File: config.mk
export PLATFORM = sky130hd
export DESIGN_NAME = rc4_feedback_stream_cipher_core
export DESIGN_NICKNAME = d
export VERILOG_FILES = /design/src/rtl/rc4fb_pkg.sv /design/src/rtl/rc4_feedback_stream_cipher_core.sv /design/src/rtl/rc4fb_ram.sv
export VERILOG_INCLUDE_DIRS = /design/src /design/src/rtl
export SDC_FILE = /design/constraint.sdc
export NUM_CORES = 2
export LEC_CHECK = 0
export ABC_CLOCK_PERIOD_IN_PS = 13100
export BUFFER_PORTS_ARGS = -buffer_cell sky130_fd_sc_hd__clkbuf_2
export CAP_MARGIN = 40
export CORE_MARGIN = 2
export CORE_UTILIZATION = 60
export DETAILED_ROUTE_END_ITERATION = 10
export GPL_ROUTABILITY_DRIVEN = 0
export PLACE_DENSITY = 0.76
export SLEW_MARGIN = 20
export SYNTH_ARGS = -nofsm -noshare
export SYNTH_HDL_FRONTEND = slang
export SYNTH_HIERARCHICAL = 1
export SYNTH_SLANG_ARGS = --single-unit
File: constraint.sdc
create_clock -name i_clk -period 13.1 [get_ports i_clk]
set_input_delay 1.965 -clock i_clk [delete_from_list [all_inputs] [get_ports i_clk]]
set_output_delay 1.965 -clock i_clk [all_outputs]
set_load 0.02 [all_outputs]
File: src/rtl/assert_macros.svh
// ----------------------------------------------------------------------------
// Assertion macros
// Shared concurrent assertion shorthands for the RTL of this project.
// ----------------------------------------------------------------------------
`ifndef ASSERT_MACROS_SVH
`define ASSERT_MACROS_SVH

// Property checked on every rising clock edge while reset is released.
`define ASSERT_CLK(label, prop, msg) \
    label: assert property (@(posedge i_clk) disable iff (!i_rst_n) (prop)) \
        else $error(msg);

// Property checked on every rising clock edge, reset included.
`define ASSERT_ALWAYS(label, prop, msg) \
    label: assert property (@(posedge i_clk) (prop)) else $error(msg);

`endif

File: src/rtl/rc4fb_pkg.sv
// ----------------------------------------------------------------------------
// rc4fb_pkg
// Types and constants of the feedback stream cipher core.
// ----------------------------------------------------------------------------
package rc4fb_pkg;

    typedef logic [7:0] t_byte;

    // Configuration register indexes.
    typedef enum logic [1:0] {
        CFG_SECRET_LOW  = 2'd0,
        CFG_SECRET_HIGH = 2'd1,
        CFG_KEY_LENGTH  = 2'd2
    } t_cfg_index;

    localparam int unsigned TABLE_DEPTH = 256;
    localparam int unsigned KEY_LEN_W   = 5;
    localparam int unsigned SECRET_W    = 64;

    // Sequencer states, one-hot.
    typedef enum logic [9:0] {
        ST_IDLE = 10'b00_0000_0001,
        ST_FILL = 10'b00_0000_0010,
        ST_KRI  = 10'b00_0000_0100,
        ST_KRJ  = 10'b00_0000_1000,
        ST_KWI  = 10'b00_0001_0000,
        ST_KWJ  = 10'b00_0010_0000,
        ST_PRD1 = 10'b00_0100_0000,
        ST_PRD2 = 10'b00_1000_0000,
        ST_SWAP = 10'b01_0000_0000,
        ST_FIN  = 10'b10_0000_0000
    } t_state;

endpackage

File: src/rtl/rc4_feedback_stream_cipher_core.sv
// ----------------------------------------------------------------------------
// rc4_feedback_stream_cipher_core
// Byte-wide RC4-style stream cipher with plaintext feedback into index one.
// ----------------------------------------------------------------------------
// Each accepted byte is XORed with one keystream byte taken from a 256-entry
// permutation table held in a single memory with one write port and one
// registered read port. A byte that carries the first-of-message flag in
// tuser, the first byte after reset, and the first byte after a byte that
// carried tlast all run the key schedule first: the table is loaded with the
// identity and then mixed with the secret, one entry at a time, ahead of
// that byte. An ordinary byte is finished before the next input transfer
// is taken: the table lookup at index one, the lookup at index two, the
// swap and the keystream lookup each need their own memory access, and the
// last step waits while the output register is full. The result sits in an
// output register, so a new byte is taken while the previous result still
// waits for the downstream side. Configuration registers (secret bytes and
// key length) are written through a separate write channel and take effect
// at the next key schedule; write them only while the core is idle.
// ----------------------------------------------------------------------------
`include "assert_macros.svh"

module rc4_feedback_stream_cipher_core
    import rc4fb_pkg::*;
#(
    parameter int unsigned SECRET_MAX_BYTES = 16
) (
    input  logic        i_clk,
    input  logic        i_rst_n,

    // Configuration write channel.
    input  logic        i_cfg_valid,
    output logic        o_cfg_ready,
    input  logic [1:0]  i_cfg_index,
    input  logic [63:0] i_cfg_data,

    // Plaintext stream.
    input  logic        s_axis_tvalid,
    output logic        s_axis_tready,
    input  logic [7:0]  s_axis_tdata,   // [7:0] data_byte
    input  logic        s_axis_tuser,   // [0] first_of_message
    input  logic        s_axis_tlast,

    // Ciphertext stream.
    output logic        m_axis_tvalid,
    input  logic        m_axis_tready,
    output logic [7:0]  m_axis_tdata,   // [7:0] cipher_byte
    output logic        m_axis_tlast
);

    // Width of the secret byte counter; at least one bit.
    localparam int unsigned SW = (SECRET_MAX_BYTES > 1) ? $clog2(SECRET_MAX_BYTES) : 1;
    localparam logic [KEY_LEN_W-1:0] KEY_LEN_MAX = KEY_LEN_W'(SECRET_MAX_BYTES);

    // Configuration registers.
    logic [SECRET_W-1:0]  r_secret_lo;
    logic [SECRET_W-1:0]  r_secret_hi;
    logic [KEY_LEN_W-1:0] r_key_len;

    // Sequencer and indices.
    t_state        r_state, n_state;
    t_byte         r_i;        // key schedule index, also fill counter
    t_byte         r_j;        // key schedule mixing index
    logic [SW-1:0] r_s;        // secret byte position
    t_byte         r_i1;       // index one
    t_byte         r_i2;       // index two
    logic          r_done;     // key schedule valid for the current message

    // Per-byte working registers.
    t_byte         r_data;
    logic          r_last;
    t_byte         r_a;
    t_byte         r_b;
    t_byte         r_t;

    // Output register.
    logic          r_out_valid;
    t_byte         r_out_data;
    logic          r_out_last;

    // Table memory port.
    logic          ram_we;
    t_byte         ram_waddr;
    t_byte         ram_wdata;
    t_byte         ram_raddr;
    t_byte         ram_rdata;

    logic [KEY_LEN_W-1:0] w_klen;
    logic [127:0]         w_secret;
    logic [3:0]           w_sidx;
    t_byte                w_key_byte;
    logic                 w_s_wrap;
    logic                 w_in_xfer;
    logic                 w_need_sched;
    t_byte                w_data_src;
    t_byte                w_i1_next;
    t_byte                w_i2_next;
    t_byte                w_t;
    t_byte                w_j_next;
    t_byte                w_ks;
    logic                 w_out_free;
    logic                 w_fin_fire;

    rc4fb_ram #(
        .WIDTH (8),
        .DEPTH (TABLE_DEPTH)
    ) u_table (
        .i_clk   (i_clk),
        .i_we    (ram_we),
        .i_waddr (ram_waddr),
        .i_wdata (ram_wdata),
        .i_raddr (ram_raddr),
        .o_rdata (ram_rdata)
    );

    // A key length of zero behaves as one; lengths beyond the secret saturate.
    assign w_klen = (r_key_len == '0) ? KEY_LEN_W'(1) :
                    (r_key_len > KEY_LEN_MAX) ? KEY_LEN_MAX : r_key_len;

    assign w_secret   = {r_secret_hi, r_secret_lo};
    assign w_sidx     = 4'(r_s);
    assign w_key_byte = w_secret[{w_sidx, 3'b000} +: 8];
    assign w_s_wrap   = (KEY_LEN_W'(r_s) + KEY_LEN_W'(1)) >= w_klen;

    assign s_axis_tready = (r_state == ST_IDLE);
    assign w_in_xfer     = s_axis_tvalid && s_axis_tready;
    assign w_need_sched  = s_axis_tuser || !r_done;

    // In the idle state the plaintext comes straight from the port, so the
    // lookup at index one is issued in the cycle of the transfer itself.
    assign w_data_src = (r_state == ST_IDLE) ? s_axis_tdata : r_data;
    assign w_i1_next  = r_i1 + 8'd1 + w_data_src;
    assign w_i2_next  = r_i2 + ram_rdata;
    assign w_t        = r_a + ram_rdata;
    assign w_j_next   = r_j + w_key_byte + ram_rdata;

    // The keystream lookup overlaps the two swap writes, so entries that were
    // just swapped are forwarded. If both indices match, a equals b.
    always_comb begin
        if (r_t == r_i2) begin
            w_ks = r_a;
        end else if (r_t == r_i1) begin
            w_ks = r_b;
        end else begin
            w_ks = ram_rdata;
        end
    end

    assign w_out_free = !r_out_valid || m_axis_tready;
    assign w_fin_fire = (r_state == ST_FIN) && w_out_free;

    // Memory port steering.
    always_comb begin
        ram_we    = 1'b0;
        ram_waddr = r_i;
        ram_wdata = r_i;
        ram_raddr = w_i1_next;
        unique case (r_state)
            ST_IDLE, ST_PRD1: begin
                ram_raddr = w_i1_next;
            end
            ST_FILL: begin
                ram_we = 1'b1;
            end
            ST_KRI: begin
                ram_raddr = r_i;
            end
            ST_KRJ: begin
                ram_raddr = w_j_next;
            end
            ST_KWI: begin
                ram_we    = 1'b1;
                ram_wdata = ram_rdata;
            end
            ST_KWJ: begin
                ram_we    = 1'b1;
                ram_waddr = r_j;
                ram_wdata = r_a;
            end
            ST_PRD2: begin
                ram_raddr = w_i2_next;
            end
            ST_SWAP: begin
                ram_we    = 1'b1;
                ram_waddr = r_i1;
                ram_wdata = ram_rdata;
                ram_raddr = w_t;
            end
            ST_FIN: begin
                // Rewriting index two while stalled is harmless, and holding
                // the read address keeps the keystream entry on the port.
                ram_we    = 1'b1;
                ram_waddr = r_i2;
                ram_wdata = r_a;
                ram_raddr = r_t;
            end
            default: begin
                ram_we = 1'b0;
            end
        endcase
    end

    // Next state.
    always_comb begin
        n_state = r_state;
        unique case (r_state)
            ST_IDLE: begin
                if (w_in_xfer) begin
                    n_state = w_need_sched ? ST_FILL : ST_PRD2;
                end
            end
            ST_FILL: begin
                if (r_i == 8'hFF) begin
                    n_state = ST_KRI;
                end
            end
            ST_KRI:  n_state = ST_KRJ;
            ST_KRJ:  n_state = ST_KWI;
            ST_KWI:  n_state = ST_KWJ;
            ST_KWJ: begin
                n_state = (r_i == 8'hFF) ? ST_PRD1 : ST_KRI;
            end
            ST_PRD1: n_state = ST_PRD2;
            ST_PRD2: n_state = ST_SWAP;
            ST_SWAP: n_state = ST_FIN;
            ST_FIN: begin
                if (w_out_free) begin
                    n_state = ST_IDLE;
                end
            end
            default: n_state = ST_IDLE;
        endcase
    end

    // Configuration registers.
    assign o_cfg_ready = 1'b1;

    always_ff @(posedge i_clk) begin
        if (!i_rst_n) begin
            r_secret_lo <= '0;
            r_secret_hi <= '0;
            r_key_len   <= KEY_LEN_W'(1);
        end else if (i_cfg_valid) begin
            unique case (i_cfg_index)
                CFG_SECRET_LOW:  r_secret_lo <= i_cfg_data;
                CFG_SECRET_HIGH: r_secret_hi <= i_cfg_data;
                CFG_KEY_LENGTH:  r_key_len   <= i_cfg_data[KEY_LEN_W-1:0];
                default: begin
                    // Unused index: the write is dropped.
                end
            endcase
        end
    end

    // Control state.
    always_ff @(posedge i_clk) begin
        if (!i_rst_n) begin
            r_state     <= ST_IDLE;
            r_i         <= '0;
            r_i1        <= '0;
            r_i2        <= '0;
            r_done      <= 1'b0;
            r_out_valid <= 1'b0;
        end else begin
            r_state <= n_state;

            if (r_state == ST_IDLE && w_in_xfer && !w_need_sched) begin
                r_i1 <= w_i1_next;
            end
            if (r_state == ST_PRD1) begin
                r_i1 <= w_i1_next;
            end
            if (r_state == ST_FILL || r_state == ST_KWJ) begin
                r_i <= r_i + 8'd1;
            end
            if (r_state == ST_KWJ && r_i == 8'hFF) begin
                r_i1   <= '0;
                r_i2   <= '0;
                r_done <= 1'b1;
            end
            if (r_state == ST_PRD2) begin
                r_i2 <= w_i2_next;
            end
            if (w_fin_fire && r_last) begin
                r_done <= 1'b0;
            end

            if (w_fin_fire) begin
                r_out_valid <= 1'b1;
            end else if (m_axis_tready) begin
                r_out_valid <= 1'b0;
            end
        end
    end

    // Working registers and output payload.
    always_ff @(posedge i_clk) begin
        if (r_state == ST_IDLE && w_in_xfer) begin
            r_data <= s_axis_tdata;
            r_last <= s_axis_tlast;
            r_j    <= '0;
            r_s    <= '0;
        end
        if (r_state == ST_KRJ) begin
            r_a <= ram_rdata;
            r_j <= w_j_next;
        end
        if (r_state == ST_KWJ) begin
            r_s <= w_s_wrap ? '0 : SW'(r_s + 1'b1);
        end
        if (r_state == ST_PRD2) begin
            r_a <= ram_rdata;
        end
        if (r_state == ST_SWAP) begin
            r_b <= ram_rdata;
            r_t <= w_t;
        end
        if (w_fin_fire) begin
            r_out_data <= r_data ^ w_ks;
            r_out_last <= r_last;
        end
    end

    assign m_axis_tvalid = r_out_valid;
    assign m_axis_tdata  = r_out_data;
    assign m_axis_tlast  = r_out_last;

    // The table is only written while a byte or a key schedule is at work.
    `ASSERT_CLK(a_no_write_idle, (r_state == ST_IDLE) |-> !ram_we,
        "table written while idle")

    // An input transfer always starts work on the next cycle.
    `ASSERT_CLK(a_xfer_leaves_idle, (s_axis_tvalid && s_axis_tready) |=> (r_state != ST_IDLE),
        "input transfer did not start processing")

    // A new result appears only as the last step of a byte.
    `ASSERT_CLK(a_result_from_fin, $rose(r_out_valid) |-> $past(r_state == ST_FIN),
        "result raised outside the final step")

    // Index one and index two are cleared whenever a key schedule completes.
    `ASSERT_CLK(a_sched_clears_i1, (r_state == ST_PRD1) |-> (r_i1 == 8'd0 && r_i2 == 8'd0),
        "indices not cleared after key schedule")

endmodule

File: src/rtl/rc4fb_ram.sv
// ----------------------------------------------------------------------------
// rc4fb_ram
// Generic memory with one write port and one registered read port.
// ----------------------------------------------------------------------------
module rc4fb_ram #(
    parameter int unsigned WIDTH = 8,
    parameter int unsigned DEPTH = 256
) (
    input  logic                     i_clk,
    input  logic                     i_we,
    input  logic [$clog2(DEPTH)-1:0] i_waddr,
    input  logic [WIDTH-1:0]         i_wdata,
    input  logic [$clog2(DEPTH)-1:0] i_raddr,
    output logic [WIDTH-1:0]         o_rdata
);

    logic [WIDTH-1:0] r_mem [DEPTH];
    logic [WIDTH-1:0] r_rdata;

    always_ff @(posedge i_clk) begin
        if (i_we) begin
            r_mem[i_waddr] <= i_wdata;
        end
        r_rdata <= r_mem[i_raddr];
    end

    assign o_rdata = r_rdata;

endmodule
==> impl_results.md <==
- Status: finished clean
- Post-synth net total: 5138
- CTS tree: done
- Slew Limit Fails: 0
- H-tree depth: 4
- Slowest cell on the critical path: nor2b_1
- Switch share: 28.5%
- # nets final: 5343
- Drt total wl: 226000 µm
- Critical-path cell list: nor2b_1 > a221oi_1 > o21a_1 > a221oi_1 > fa_1 > inv_1 > ha_1 > and2_1 > a21oi_1 > a31oi_4 > buf_12 > buf_12 > buf_4 > buf_16 > mux4_2 > a221oi_1 > o32ai_1 > nor3_1 > nor4_1
- Reg power frac: 44.5%
- Setup slack at placement: 5.50 ns
- First-pass GRT wire length: 330000 µm
- DIE HEIGHT: 394 µm
- DR iter-0 viols: 7877
- Post-synth top flop: edfxtp_1
- Clock power frac: 34.2%
- Register area share after synthesis: 73.2%
- CP Launch Type: register
- Share of layout cells above drive strength 1: 21.2%
- Clock tree buffer depth: 3
- Hpwl dp: 138000 µm
- Maximum operating frequency: 133 MHz
- Skew final: 0.0293 ns
- Leading area contributor after synthesis: edfxtp_1
- RSZ-0062 raised after global routing: false
- Synthesis Warnings: 6
- Post-route setup slack: 5.56 ns
- Largest net degree at the start of global routing: 257
- Internal power: 12.9 mW
- GRT overflow: 0
- Net load switching power: 5.13 mW
- Setup crit end kind: register
- Hold_buf cts: 0
- Fin crit share: 57.5%
- Distinct cell type count after synthesis: 88
- Post-synth top area share: 69.3%
- Final min period: 7.54 ns
- CTS Root Cell: clkbuf_16
- Max-cap violations: 0
- Io pins: 93
- Mapped Cells: 5012
- Post-CTS setup repair buffer count: 0
- Synthesized area per cell: 18.2 µm²
- EDFF count, synth: 2102
- CTS Buf Count: 213
- # clock sinks: 2279
- Top post-synthesis cells by area: edfxtp_1, mux4_2, dfxtp_1
- Worst EP arrival: 8.24 ns
- Hold Path Class: register to register
- Synth async-reset ratio: 0%
- #FFs+latches synth: 2279
- Critical path's most frequent cell: a221oi_1
- Worst Tran Pin Value: 1.06 ns
- Die area: 155000 µm²
- Initial antenna violation count: 5
- Drt pass-1 iters: 9
- Core ar.: 150000 µm²
- CP Class: register to register
- CTS resizes: 0
- DR WL/cell: 30.5 µm
- Lkg Pwr: 33.0 nW
- Pwr/cell area: 177 nW/µm²
- Die width: 394 µm
- CP required: 13.80 ns
- Area growth from synthesis to layout: 11.5%
- Vias in the first global route: 48700
- Port bufs: 91
- GRT Total Usage: 29.0%
- Vias/cell: 6.81
- Relative slew margins: 29.2%
- Max incr delay on CP: 0.73 ns
- Mapped Area: 91000 µm²
- Antenna-violating nets left: 0
- Combinational fraction of design power: 21.4%
- # fillers: 9387
- Via count: 50500
- Setup TNS: 0 ns
- Initial Utilization: 60.6%
- Final setup fails: 0
- Final Hold Viols: 0
- Worst-path fanout max: 145
- Clock latency on the worst-skew pair: 0.86 ns
- DRC violations left: 0
- Number of core rows: 142
- Clk slew on worst S/H paths: 0.07 ns
- VDD IR max: 0.160 mV
## synthesized netlist by cell type, drive strengths merged (3+ instances only)
| cell type | n |
|---|---|
| buf | 145 |
| xnor2 | 36 |
| o32ai | 5 |
| ha | 34 |
| a2111oi | 6 |
| a22oi | 159 |
| o21ai | 43 |
| o22ai | 30 |
| a21oi | 256 |
| nand3b | 5 |
| edfxtp | 2102 |
| nor2b | 36 |
| and3 | 11 |
| o211ai | 14 |
| xor2 | 23 |
| or2 | 6 |
| fa | 11 |
| nor4 | 34 |
| a211oi | 29 |
| a21o | 8 |
| and2 | 13 |
| a221oi | 25 |
| nand4 | 17 |
| mux2 | 16 |
| inv | 24 |
| nand3 | 37 |
| a222oi | 3 |
| a22o | 9 |
| and3b | 3 |
| o22a | 6 |
| mux4 | 475 |
| nand2b | 16 |
| nor3b | 3 |
| or3 | 5 |
| mux2i | 178 |
| a32oi | 10 |
| o21bai | 7 |
| nand2 | 379 |
| nor3 | 34 |
| dfxtp | 177 |
| clkbuf | 162 |
| a31oi | 6 |
| o221ai | 47 |
| nor2 | 337 |
## sequential cells by signal (all words and copies together), names as in the netlist, 4 cells and up
signal           count
r_data               8
r_key_len            5
r_t                  8
r_i1                 8
r_s                  4
r_b                  8
r_j                  8
u_table/o_rdata      8
r_secret_lo         64
r_i2                 8
r_state             10
r_a                  8
r_secret_hi         64
m_axis_tdata         8
u_table/r_mem     2048
r_i                  8
## worst paths after layout
kind,depth (start not counted),from,slack [ns],endpoint
setup / recovery,19,r_s[1],5.56,u_table/o_rdata[3]
hold reg to reg,2,r_secret_hi[26],0.45,r_secret_hi[26]
setup reg to reg,19,r_s[1],5.56,u_table/o_rdata[3]
hold / removal,2,r_secret_hi[26],0.45,r_secret_hi[26]
## area by class of cell
| class | count | area (µm²) | area share (%) |
|---|---|---|---|
| well taps | 2016 | 2520 | 2.48 |
| diodes | 3 | 7.51 | 0.00739 |
| multi-input cells | 2400 | 22700 | 22.3 |
| flip-flops and latches | 2279 | 66700 | 65.6 |
| clock buffers | 254 | 5480 | 5.40 |
| clock inverters | 145 | 1520 | 1.49 |
| repair buffers | 297 | 2560 | 2.52 |
| inverters | 26 | 105 | 0.103 |
## worst max-delay path, delay by kind of cell (launching register included)
family	cells	cell delay [ns]
DFF	1	0.64
muxes	1	0.35
adders and majority gates	2	0.61
AOI/OAI and AO/OA	7	1.87
and+or+nand+nor	4	1.61
buffers and inverters	5	1.95
## routing by layer
layer	wire (µm)	GRT usage (%)	vias to the layer above
li1	-	-	20600
met1	83700	40.9	25900
met2	107000	44.6	3436
met3	26300	6.71	580
met4	9340	11.4	4
met5	30	0	-
## cell families (layout without fill, tap and decap cells)
family	after synthesis	count (layout)	synth area share, %
AOI/OAI and AO/OA	680	680	4.96
xor gates and xnor gates	60	60	0.601
adders and majority gates	45	45	0.709
buffers and inverters	333	722	2.05
DFF	2279	2279	73.2
muxes	669	669	13.9
other	1	4	0.00412
and+or+nand+nor	945	945	4.55
## placed cells by master (no fill, tap or decap), types with 15 or more instances in the layout
master and count:
nand2_1 371, mux2i_1 178, edfxtp_1 2102, clkbuf_1 41, clkbuf_16 213, a22oi_1 158, buf_12 19, bufinv_16 23
nor2b_1 33, xor2_1 23, a211oi_1 28, xnor2_1 35, mux2_2 15, clkbuf_2 92, nand2b_1 16, clkinv_2 41
nand4_1 16, nor2_1 334, nand3_1 33, nor4_1 29, buf_4 154, a21oi_1 256, inv_1 22, o22ai_1 30
o21ai_0 39, nor3_1 32, ha_1 34, clkinv_1 51, o221ai_1 46, a221oi_1 24, dfxtp_1 177, mux4_2 473
## power groups by stage
| stage | clock (mW) | combinational [mW] | sequential (mW) |
|---|---|---|---|
| after floorplan | 0 | 2.58 | 8.12 |
| after global placement | 0 | 3.65 | 8.16 |
| after detailed placement | 0 | 3.72 | 8.16 |
| after CTS | 6.21 | 3.76 | 8.01 |
| after global routing | 6.50 | 3.98 | 8.01 |
| final | 6.16 | 3.85 | 8.01 |
## per-stage QoR
stage               std cells  hold slack (ns)  instance area (µm²)  utilization, %  total power [mW]
floorplan                5012            0.426                91000               -              10.7
global placement         6884            0.440                93100            61.9              11.8
detailed placement       6950            0.438                93900            62.5              11.9
CTS                      7349            0.454               101000            67.1              18.0
global route             7417            0.471               102000            67.6              18.5
finish                   7420            0.451               102000            67.6              18.0
(Power assumes the default switching activity.)
